--- src/rtl/swq_pkg.sv ---
`timescale 1ns / 1ps
package swq_pkg;

    localparam int WAKE_W       = 32;
    localparam int ID_W         = 4;
    localparam int PRIO_W       = 8;
    localparam int RQI_W        = 6;
    localparam int RESULT_LIMIT = 16;
    localparam int CNT_W        = $clog2(RESULT_LIMIT + 1);

    localparam logic [RQI_W-1:0]  RQI_MAX   = 6'd63;
    localparam logic [WAKE_W-1:0] WAKE_SAT  = {WAKE_W{1'b1}};

    // request action codes
    localparam logic ACT_SLEEP = 1'b0;
    localparam logic ACT_TICK  = 1'b1;

    typedef struct packed {
        logic              valid;
        logic [WAKE_W-1:0] wake;
        logic [ID_W-1:0]   id;
        logic [PRIO_W-1:0] prio;
    } t_entry;

    typedef struct packed {
        logic   ins;
        logic   pop;
        t_entry new_entry;
    } t_cell_ctl;

endpackage

--- src/rtl/swq_if.sv ---
`timescale 1ns / 1ps
interface swq_in_if;
    logic                        valid;
    logic                        ready;
    logic                        action;
    logic [swq_pkg::ID_W-1:0]    task_id;
    logic [swq_pkg::PRIO_W-1:0]  task_priority;
    logic [swq_pkg::WAKE_W-1:0]  now;
    logic [swq_pkg::WAKE_W-1:0]  duration;

    modport source (output valid, action, task_id, task_priority, now, duration,
                    input ready);
    modport sink   (input valid, action, task_id, task_priority, now, duration,
                    output ready);
endinterface

interface swq_out_if;
    logic                        valid;
    logic                        ready;
    logic [swq_pkg::ID_W-1:0]    woken_id;
    logic [swq_pkg::RQI_W-1:0]   run_queue_index;
    logic                        last;

    modport source (output valid, woken_id, run_queue_index, last, input ready);
    modport sink   (input valid, woken_id, run_queue_index, last, output ready);
endinterface

--- src/rtl/sleep_wake_timer_queue.sv ---
`timescale 1ns / 1ps
// sleep request: accepted in idle, entry lands in the cell chain in the following cycle
// (a full queue drops it); tick request: one woken task leaves per cycle from the chain head
// while the output is free, at most 16 per tick; a new request is taken only back in idle
// each result of a tick is loaded from the wake state into an output register and held there
// reset (i_rst_n, synchronous, active low) empties the queue and drops any pending result
module sleep_wake_timer_queue #(
    parameter int MAX_TASKS   = 16,
    parameter int BUCKET_SPAN = 4
) (
    input  logic       i_clk,
    input  logic       i_rst_n,
    swq_in_if.sink     i_req,
    swq_out_if.source  o_res
);

    // bucket index by reciprocal multiply, exact for 8-bit priorities and spans up to 64
    localparam int RQI_SHIFT = 16;
    localparam logic [RQI_SHIFT:0] RQI_RECIP =
        (RQI_SHIFT + 1)'(((1 << RQI_SHIFT) + BUCKET_SPAN - 1) / BUCKET_SPAN);

    typedef enum logic [1:0] {
        S_IDLE,
        S_INSERT,
        S_WAKE
    } t_state;

    t_state r_state, n_state;

    // captured request fields
    logic [swq_pkg::WAKE_W-1:0] r_new_wake, n_new_wake;
    logic [swq_pkg::ID_W-1:0]   r_new_id, n_new_id;
    logic [swq_pkg::PRIO_W-1:0] r_new_prio, n_new_prio;
    logic [swq_pkg::WAKE_W-1:0] r_now, n_now;
    logic [swq_pkg::CNT_W-1:0]  r_wake_cnt, n_wake_cnt;

    // output register
    logic                       r_out_valid, n_out_valid;
    logic [swq_pkg::ID_W-1:0]   r_out_id, n_out_id;
    logic [swq_pkg::RQI_W-1:0]  r_out_rqi, n_out_rqi;
    logic                       r_out_last, n_out_last;

    // cell chain wiring
    swq_pkg::t_entry    w_ent   [MAX_TASKS];
    swq_pkg::t_entry    w_prev  [MAX_TASKS];
    swq_pkg::t_entry    w_next  [MAX_TASKS];
    logic               w_keep  [MAX_TASKS];
    logic               w_pkeep [MAX_TASKS];
    logic [MAX_TASKS-1:0] w_valid_vec;
    swq_pkg::t_cell_ctl w_ctl;

    logic                       w_accept;
    logic [swq_pkg::WAKE_W:0]   w_sum;
    logic                       w_front_due;
    logic                       w_second_due;
    logic                       w_out_free;
    logic                       w_pop;
    logic                       w_last;
    logic [swq_pkg::PRIO_W+RQI_SHIFT-1:0] w_prod;
    logic [swq_pkg::PRIO_W-1:0] w_quot;

    genvar k;
    generate
        for (k = 0; k < MAX_TASKS; k++) begin : g_cell
            if (k == 0) begin : g_head
                assign w_prev[k]  = '0;
                assign w_pkeep[k] = 1'b1;
            end else begin : g_body
                assign w_prev[k]  = w_ent[k-1];
                assign w_pkeep[k] = w_keep[k-1];
            end
            if (k == MAX_TASKS - 1) begin : g_tail
                assign w_next[k] = '0;
            end else begin : g_inner
                assign w_next[k] = w_ent[k+1];
            end
            assign w_valid_vec[k] = w_ent[k].valid;

            swq_cell u_cell (
                .i_clk       (i_clk),
                .i_rst_n     (i_rst_n),
                .i_ctl       (w_ctl),
                .i_prev      (w_prev[k]),
                .i_prev_keep (w_pkeep[k]),
                .i_next      (w_next[k]),
                .o_entry     (w_ent[k]),
                .o_keep      (w_keep[k])
            );
        end
    endgenerate

    assign i_req.ready = (r_state == S_IDLE);
    assign w_accept    = i_req.valid && i_req.ready;

    // saturating wake time
    assign w_sum = {1'b0, i_req.now} + {1'b0, i_req.duration};

    // head due checks against the tick's time stamp
    assign w_front_due  = w_ent[0].valid && (w_ent[0].wake <= r_now);
    assign w_second_due = w_ent[1].valid && (w_ent[1].wake <= r_now);
    assign w_out_free   = !r_out_valid || o_res.ready;
    assign w_pop        = (r_state == S_WAKE) && w_front_due && w_out_free;
    // last when the next head is not due or the per-tick limit is reached
    assign w_last = !(w_second_due &&
                      (r_wake_cnt < swq_pkg::CNT_W'(swq_pkg::RESULT_LIMIT - 1)));

    // run-queue bucket of the head entry
    assign w_prod = {{RQI_SHIFT{1'b0}}, w_ent[0].prio}
                  * {{(swq_pkg::PRIO_W - 1){1'b0}}, RQI_RECIP};
    assign w_quot = w_prod[swq_pkg::PRIO_W+RQI_SHIFT-1:RQI_SHIFT];

    // full queue drops the sleep request
    assign w_ctl.ins       = (r_state == S_INSERT) && !w_ent[MAX_TASKS-1].valid;
    assign w_ctl.pop       = w_pop;
    assign w_ctl.new_entry = '{valid: 1'b1, wake: r_new_wake, id: r_new_id, prio: r_new_prio};

    always_comb begin
        n_state     = r_state;
        n_new_wake  = r_new_wake;
        n_new_id    = r_new_id;
        n_new_prio  = r_new_prio;
        n_now       = r_now;
        n_wake_cnt  = r_wake_cnt;
        n_out_valid = r_out_valid && !o_res.ready;
        n_out_id    = r_out_id;
        n_out_rqi   = r_out_rqi;
        n_out_last  = r_out_last;
        case (r_state)
            S_IDLE: begin
                if (w_accept) begin
                    n_now      = i_req.now;
                    n_new_id   = i_req.task_id;
                    n_new_prio = i_req.task_priority;
                    n_new_wake = w_sum[swq_pkg::WAKE_W] ? swq_pkg::WAKE_SAT
                                                        : w_sum[swq_pkg::WAKE_W-1:0];
                    n_wake_cnt = '0;
                    n_state    = (i_req.action == swq_pkg::ACT_TICK) ? S_WAKE : S_INSERT;
                end
            end
            S_INSERT: begin
                n_state = S_IDLE;
            end
            S_WAKE: begin
                if (!w_front_due) begin
                    // nothing due at all
                    n_state = S_IDLE;
                end else if (w_out_free) begin
                    n_out_valid = 1'b1;
                    n_out_id    = w_ent[0].id;
                    n_out_rqi   = (w_quot > swq_pkg::PRIO_W'(swq_pkg::RQI_MAX))
                                  ? swq_pkg::RQI_MAX : w_quot[swq_pkg::RQI_W-1:0];
                    n_out_last  = w_last;
                    n_wake_cnt  = r_wake_cnt + 1'b1;
                    if (w_last) begin
                        n_state = S_IDLE;
                    end
                end
            end
            default: begin
                n_state = S_IDLE;
            end
        endcase
    end

    always_ff @(posedge i_clk) begin
        if (!i_rst_n) begin
            r_state     <= S_IDLE;
            r_out_valid <= 1'b0;
            r_wake_cnt  <= '0;
        end else begin
            r_state     <= n_state;
            r_out_valid <= n_out_valid;
            r_wake_cnt  <= n_wake_cnt;
        end
        r_new_wake <= n_new_wake;
        r_new_id   <= n_new_id;
        r_new_prio <= n_new_prio;
        r_now      <= n_now;
        r_out_id   <= n_out_id;
        r_out_rqi  <= n_out_rqi;
        r_out_last <= n_out_last;
    end

    assign o_res.valid           = r_out_valid;
    assign o_res.woken_id        = r_out_id;
    assign o_res.run_queue_index = r_out_rqi;
    assign o_res.last            = r_out_last;

`ifndef SYNTHESIS
    a_valid_prefix: assert property (@(posedge i_clk) disable iff (!i_rst_n)
        ((w_valid_vec >> 1) & ~w_valid_vec) == '0)
        else $error("occupied cells are not a contiguous run from the head");

    a_pop_loads_out: assert property (@(posedge i_clk) disable iff (!i_rst_n)
        w_pop |=> r_out_valid)
        else $error("woken task left the queue without reaching the output");

    a_cnt_bound: assert property (@(posedge i_clk) disable iff (!i_rst_n)
        r_wake_cnt <= swq_pkg::CNT_W'(swq_pkg::RESULT_LIMIT))
        else $error("per-tick wake count above limit");
`endif

endmodule

--- src/rtl/swq_cell.sv ---
`timescale 1ns / 1ps
module swq_cell (
    input  logic               i_clk,
    input  logic               i_rst_n,
    input  swq_pkg::t_cell_ctl i_ctl,
    input  swq_pkg::t_entry    i_prev,
    input  logic               i_prev_keep,
    input  swq_pkg::t_entry    i_next,
    output swq_pkg::t_entry    o_entry,
    output logic               o_keep
);

    logic                       r_valid;
    logic [swq_pkg::WAKE_W-1:0] r_wake;
    logic [swq_pkg::ID_W-1:0]   r_id;
    logic [swq_pkg::PRIO_W-1:0] r_prio;
    swq_pkg::t_entry            n_entry;

    // entry stays put when it wakes no later than the new one
    assign o_keep = r_valid && (r_wake <= i_ctl.new_entry.wake);

    always_comb begin
        n_entry = o_entry;
        if (i_ctl.ins && !o_keep) begin
            if (i_prev_keep) begin
                n_entry       = i_ctl.new_entry;
                n_entry.valid = 1'b1;
            end else begin
                n_entry = i_prev;
            end
        end else if (i_ctl.pop) begin
            n_entry = i_next;
        end
    end

    always_ff @(posedge i_clk) begin
        if (!i_rst_n) begin
            r_valid <= 1'b0;
        end else begin
            r_valid <= n_entry.valid;
        end
        r_wake <= n_entry.wake;
        r_id   <= n_entry.id;
        r_prio <= n_entry.prio;
    end

    assign o_entry = '{valid: r_valid, wake: r_wake, id: r_id, prio: r_prio};

`ifndef SYNTHESIS
    a_sorted: assert property (@(posedge i_clk) disable iff (!i_rst_n)
        (r_valid && i_next.valid) |-> (r_wake <= i_next.wake))
        else $error("queue order broken between neighbouring cells");
`endif

endmodule

--- src/flat_wrapper.sv ---
// flat-port wrapper written by rule: the top's interface ports become plain ports
module sleep_wake_timer_queue_flat 
#(
    parameter int MAX_TASKS   = 16,
    parameter int BUCKET_SPAN = 4
)
  (i_clk, i_rst_n, i_req_valid, i_req_action, i_req_task_id, i_req_task_priority, i_req_now, i_req_duration, i_req_ready, o_res_valid, o_res_woken_id, o_res_run_queue_index, o_res_last, o_res_ready);
  swq_in_if i_req_i ();
  swq_out_if o_res_i ();
  input  logic i_clk;
  input  logic i_rst_n;
  input wire logic [$bits(i_req_i.valid)-1:0] i_req_valid;
  input wire logic [$bits(i_req_i.action)-1:0] i_req_action;
  input wire logic [$bits(i_req_i.task_id)-1:0] i_req_task_id;
  input wire logic [$bits(i_req_i.task_priority)-1:0] i_req_task_priority;
  input wire logic [$bits(i_req_i.now)-1:0] i_req_now;
  input wire logic [$bits(i_req_i.duration)-1:0] i_req_duration;
  output wire logic [$bits(i_req_i.ready)-1:0] i_req_ready;
  output wire logic [$bits(o_res_i.valid)-1:0] o_res_valid;
  output wire logic [$bits(o_res_i.woken_id)-1:0] o_res_woken_id;
  output wire logic [$bits(o_res_i.run_queue_index)-1:0] o_res_run_queue_index;
  output wire logic [$bits(o_res_i.last)-1:0] o_res_last;
  input wire logic [$bits(o_res_i.ready)-1:0] o_res_ready;
  assign i_req_i.valid = i_req_valid;
  assign i_req_i.action = i_req_action;
  assign i_req_i.task_id = i_req_task_id;
  assign i_req_i.task_priority = i_req_task_priority;
  assign i_req_i.now = i_req_now;
  assign i_req_i.duration = i_req_duration;
  assign i_req_ready = i_req_i.ready;
  assign o_res_valid = o_res_i.valid;
  assign o_res_woken_id = o_res_i.woken_id;
  assign o_res_run_queue_index = o_res_i.run_queue_index;
  assign o_res_last = o_res_i.last;
  assign o_res_i.ready = o_res_ready;
  sleep_wake_timer_queue #(.MAX_TASKS(MAX_TASKS), .BUCKET_SPAN(BUCKET_SPAN)) u_core (.i_clk(i_clk), .i_rst_n(i_rst_n), .i_req(i_req_i), .o_res(o_res_i));
endmodule
--- config.mk ---
export PLATFORM = sky130hd
export DESIGN_NAME = sleep_wake_timer_queue_flat
export DESIGN_NICKNAME = d
export VERILOG_FILES = /design/src/rtl/swq_pkg.sv /design/src/rtl/swq_if.sv /design/src/rtl/sleep_wake_timer_queue.sv /design/src/rtl/swq_cell.sv /design/src/flat_wrapper.sv
export SDC_FILE = /design/constraint.sdc
export NUM_CORES = 2
export LEC_CHECK = 0
export BUFFER_PORTS_ARGS = -buffer_cell sky130_fd_sc_hd__clkbuf_2
export CORE_MARGIN = 3
export CORE_UTILIZATION = 40
export DETAILED_ROUTE_END_ITERATION = 8
export GPL_ROUTABILITY_DRIVEN = 0
export HOLD_SLACK_MARGIN = 0.06
export SYNTH_ARGS = -nofsm -noshare
export SYNTH_HDL_FRONTEND = slang
export SYNTH_SLANG_ARGS = --single-unit
--- constraint.sdc ---
create_clock -name i_clk -period 5.74 [get_ports i_clk]
set_clock_uncertainty 0.1 [all_clocks]
set_input_delay 0.574 -clock i_clk [delete_from_list [all_inputs] [get_ports i_clk]]
set_output_delay 0.574 -clock i_clk [all_outputs]
set_load 0.03 [all_outputs]
* Word-level counts from Yosys, hierarchy flattened
Index checks and enable logic that the tools add are counted.
Storage, ports and cells: flip-flop bits (word level) 815, input bits 81, output and inout bits 13, word-level logic and storage cells 246
Cells by class: add/sub/neg operators 2, magnitude comparators 20, equal/unequal tests 7, muxes and demuxes 60, reduce and logical (&&, ||, !) cells 83
Operator list (count):
- $mux 45 | 47
- $le 32x32->1 | 18
- $logic_and 1x1->1 | 40
- $reduce_bool 2->1 | 17
- $add 32x32->33 | 1
- $logic_not 1->1 | 20
- $mux 5 | 3
- $mux 2 | 5
- $pmux 5 s2 | 1
- $gt 6x6->1 const B | 1
- $ne 3x3->1 const B | 2
- $reduce_and 3->1 | 2
- $add 5x1->5 const B | 1
- $lt 5x4->1 const B | 1
- $ne 2x1->1 const B | 2
- $pmux 2 s2 | 1
- $reduce_and 4->1 | 1
- $mux 1 | 3
- $eq 2x1->1 const B | 1
- $eq 2x2->1 const B | 1
- $logic_not 2->1 | 1
- $ne 2x2->1 const B | 1
- $reduce_and 2->1 | 1
- $logic_or 1x1->1 | 1

* Depth between registers and ports, before layout
word-level depth 7, gate-level depth with buffers 15

* Hierarchy
From an unflattened synthesis, not the netlist that was laid out.
Unflattened totals: cells, all modules 4919, area, all modules 61839.3 um^2
Modules (own cells, without submodules):
- swq_cell | instances 16, cells each 270, area an instance 3464.6 um^2, sequential area each 1341.3 um^2
- sleep_wake_timer_queue | instances 1, cells each 599, area an instance 6406.1 um^2, sequential area each 2772.7 um^2

* Worst setup path after synthesis
Ideal clock, no wire load.
path type reg-to-reg, from register u_core.r_new_wake[30] (netlist bit), to register u_core.g_cell[13].u_cell.r_id[0] (netlist bit) (enable), library setup time 0.500 ns, arrival 5.289 ns, required time 5.140 ns, setup slack -0.149 ns, stages on the path, launching flop included 13, buffers on the path 3, clock period less this slack 5.889 ns, cell sequence edfxtp_1 > clkbuf_8 > inv_1 > ha_1 > and4_1 > nand4_1 > nor2_1 > nand4_1 > and2_1 > a31oi_1 > clkbuf_1 > buf_2 > o21ai_0
Between the ends: cells in the longest elaborated chain, start to end 5
Ends and longest elaborated chain:
- from (decl) | line sleep_wake_timer_queue.sv:31 | logic [swq_pkg::WAKE_W-1:0] r_new_wake, n_new_wake;
- from (signal assigned) | line sleep_wake_timer_queue.sv:175 | r_new_wake <= n_new_wake;
- $le 32x32->1 | line swq_cell.sv:20 | assign o_keep = r_valid && (r_wake <= i_ctl.new_entry.wake);
- $logic_and 1x1->1 | line swq_cell.sv:20
- $logic_not 1->1 | line swq_cell.sv:24 | if (i_ctl.ins && !o_keep) begin
- $logic_and 1x1->1 | line swq_cell.sv:24
- $reduce_bool 2->1 (no line)
- to (signal assigned) | line swq_cell.sv:43 | r_id <= n_entry.id;
- to (decl) | line swq_cell.sv:15 | logic [swq_pkg::ID_W-1:0] r_id;
No other way between the ends. A chain may end at the register's enable or synchronous reset.

==> impl_metrics.env <==
export IMPL_outcome="finished, final reports clean"
export IMPL_holdPathEnd="u_core.o_res.valid$_SDFF_PN0_"
export IMPL_synthesis_nets=5524
export IMPL_syn2layout_area_growth_pct=10.59
export IMPL_maxSlewViolCount=0
export IMPL_dp_hpwl_mm=105.6
export IMPL_antenna_found_initial=1
export IMPL_r2r_end="u_core.g_cell[9].u_cell.r_wake[4]$_DFFE_PP_"
export IMPL_worst_pin_slew_ps=1055
export IMPL_drc=0
export IMPL_grt_pass1_wl_mm=218.0
export IMPL_fin_crit_ps=4896
export IMPL_postRouteAntennaNets=0
export IMPL_fp_dieH_um=366.3
export IMPL_die_x_um=366.3
export IMPL_grt_pass1_vias=38424
export IMPL_yosysSeqAreaShare=0.4470
export IMPL_stdcell_count=6725
export IMPL_crit_fanout=42
export IMPL_finalNetCount=5587
export IMPL_ys_types=79
export IMPL_grtUsageMet3=0.02537
export IMPL_synth_edff_count=757
export IMPL_rsz0062_at_grt="false"
export IMPL_viasPerCell=5.645
export IMPL_setup_slack_ps=844.5
export IMPL_powerDensity_nw_per_um2=259.8
export IMPL_rows=131
export IMPL_syn_area_sq_um=51920
export IMPL_worst_r2r_startpoint="u_core.r_new_wake[17]$_SDFFCE_PP1P_"
export IMPL_cts_made_buffers=90
export IMPL_synth_top_area_share=0.4378
export IMPL_p_leak_nw=21.17
export IMPL_clock_path_buffers=3
export IMPL_fin_crit_sh=0.8529
export IMPL_io_pins=94
export IMPL_cts_root_buf="clkbuf_16"
export IMPL_peakVddDrop_uv=190.4
export IMPL_antenna_cells=0
export IMPL_avgSynthCellArea_sq_um=10.67
export IMPL_hold_path_class="primary input to register"
export IMPL_drive_above_1_share=0.08887
export IMPL_fp_dieArea_sq_um=134200
export IMPL_start_util=0.4051
export IMPL_cts_resized=0
export IMPL_setup_viol=0
export IMPL_post_cts_setup_buffers=0
export IMPL_drv_cap=0
export IMPL_slew_headroom=0.2967
export IMPL_wl_per_cell_um=20.84
export IMPL_max_freq_mhz=204.3
export IMPL_grt_max_degree=86
export IMPL_htreeDepth=3
export IMPL_grt_busiest_layer="met2"
export IMPL_reg2reg_depth=11
export IMPL_endpoint_kind="register"
export IMPL_grt_use_total=0.2019
export IMPL_whs_path_depth=3
export IMPL_r2r_setup_slack_ps=840
export IMPL_synth_area_leaders="edfxtp_1 (44%), ha_1 (14%), mux2i_1 (12%), a21oi_1 (4.8%), nand2_1 (3.3%)"
export IMPL_drtIter0Drc=3167
export IMPL_routed_wl_mm=140.1
export IMPL_holdBufCountCts=43
export IMPL_grtUsageMet1=0.2756
export IMPL_utilization=0.4480
export IMPL_cts_num_sinks=781
export IMPL_overflow=0
export IMPL_vias=37962
export IMPL_place_port_buffers=91
export IMPL_cts_tree="done"
export IMPL_worstHoldStart="o_res_ready"
export IMPL_drt_pass1_iterations=5
export IMPL_crit_type="register to register"
export IMPL_grt_util_met2=0.3393
export IMPL_core_sq_um=128200
export IMPL_ys_async_sr_fraction=0
export IMPL_critPathRequiredTime_ps=6030
export IMPL_placed_cells=6522
export IMPL_synth_seq_cells=781
export IMPL_startpoint_type="register"
export IMPL_yosysTopAreaCell="edfxtp_1"
export IMPL_finalHoldViolCount=0
export IMPL_yosys_warnings=0
export IMPL_synth_main_ff_cell="edfxtp_1"
export IMPL_path_clk_slew_ps=60
export IMPL_crit_arrival_ps=5190
export IMPL_clk_latency_ps=680
export IMPL_dp_slack_ps=847.5
export IMPL_setup_tns_final_ps=0
export IMPL_synthCells=4865
[cell usage after synthesis (57+ instances only)]
| cell | n |
|---|---|
| a21oi_1 | 501 |
| o21ai_0 | 174 |
| nor2b_1 | 57 |
| nand4_1 | 109 |
| nand2_1 | 457 |
| buf_2 | 68 |
| clkbuf_1 | 114 |
| edfxtp_1 | 757 |
| inv_1 | 99 |
| o21ai_1 | 301 |
| mux2i_1 | 629 |
| nor2_1 | 394 |
| a21o_1 | 76 |
| ha_1 | 577 |
[worst max-delay path, cell delays in order, from the launching register on]
cell and delay [ps]:
edfxtp_1 810, inv_1 550, ha_1 450, and4_1 190, nand2_1 100, nor3_1 600
nand4_1 360, and2_1 290, a31oi_4 130, buf_4 630, mux2i_1 290, o21ai_1 80
[worst max path at each step]
stage                                                   endpoint  slack, ps                           startpoint
floorplan             u_core.g_cell[13].u_cell.r_id[0]$_DFFE_PP_        990  u_core.r_new_wake[30]$_SDFFCE_PP1P_
detailed placement   u_core.g_cell[9].u_cell.r_wake[4]$_DFFE_PP_        850  u_core.r_new_wake[17]$_SDFFCE_PP1P_
CTS                  u_core.g_cell[9].u_cell.r_wake[4]$_DFFE_PP_        830  u_core.r_new_wake[17]$_SDFFCE_PP1P_
global route        u_core.g_cell[9].u_cell.r_wake[21]$_DFFE_PP_        520  u_core.r_new_wake[17]$_SDFFCE_PP1P_
finish               u_core.g_cell[9].u_cell.r_wake[4]$_DFFE_PP_        840  u_core.r_new_wake[17]$_SDFFCE_PP1P_
global placement     u_core.g_cell[9].u_cell.r_prio[3]$_DFFE_PP_        970  u_core.r_new_wake[17]$_SDFFCE_PP1P_
[cells by family (layout without fill, tap and decap cells)]
| family | count (synthesis) | count (layout) | share of synthesized area |
|---|---|---|---|
| AO/OA/AOI/OAI | 1255 | 1255 | 0.1387 |
| XOR/XNOR | 27 | 27 | 0.004554 |
| adder cells (fa/ha/maj) | 578 | 578 | 0.1394 |
| buffers and inverters | 375 | 506 | 0.04024 |
| flip-flops | 781 | 781 | 0.4470 |
| multiplexers | 640 | 640 | 0.1236 |
| AND/OR/NAND/NOR | 1209 | 1209 | 0.1064 |
[per-stage QoR]
stage | hold slack [ps] | cell area [sq um] | power, W
6_report | 202.2 | 57420 | 0.01492
3_5_place_dp | 372.4 | 54090 | 0.009124
2_1_floorplan | 325.7 | 51920 | 0.008387
3_3_place_gp | 369.6 | 54090 | 0.009044
5_1_grt | 200.7 | 57420 | 0.01557
4_1_cts | 159.6 | 57420 | 0.01504
[registers in the layout (all words and copies together) (netlist names), 5 cells and up]
register / flops
u_core.o_res.run_queue_index: 6
u_core.r_new_wake: 32
u_core.r_now: 32
u_core.g_cell.u_cell.r_prio: 96
u_core.g_cell.u_cell.r_id: 64
u_core.g_cell.u_cell.r_wake: 512
u_core.g_cell.u_cell.r_valid: 16
u_core.r_new_prio: 6
u_core.r_wake_cnt: 5
[final cells by class]
class                      instances  area (sq um)
inverter                          99         371.6
fill                           12268         70750
timing repair buffer             247          1847
clock inverter                    48         518.0
clock buffer                     112          2386
tap                             1729          2163
multi-input combinational       3709         26920
sequential                       781         23210
[layer usage]
metal  vias to the layer above  wire (um)
li1                      18441          -
met1                     18642      64860
met2                       698      66730
met3                       179       5458
met4                         2       3060
met5                         -         13
[placed cells by master (no fill, tap or decap), drive strengths merged, types with 25 or more instances in the layout]
| master | instances |
|---|---|
| nand3 | 26 |
| o21ai | 475 |
| nand2 | 457 |
| mux2i | 629 |
| inv | 103 |
| nor2b | 57 |
| nor2 | 397 |
| a21oi | 542 |
| ha | 577 |
| a21o | 76 |
| nor3 | 26 |
| o211ai | 28 |
| edfxtp | 757 |
| nand4 | 110 |
| buf | 113 |
| and4 | 32 |
| clkbuf | 203 |
| clkinv | 32 |
| dlygate4sd3 | 43 |
| and2 | 25 |
[power breakdown]
group / leakage, nW / internal (W) / switching [W]
Combinational: 12.6 / 0.000851 / 0.00141
Sequential: 7.14 / 0.00653 / 0.000260
Clock: 1.43 / 0.00339 / 0.00248
Power figures use the tool's default switching activity.
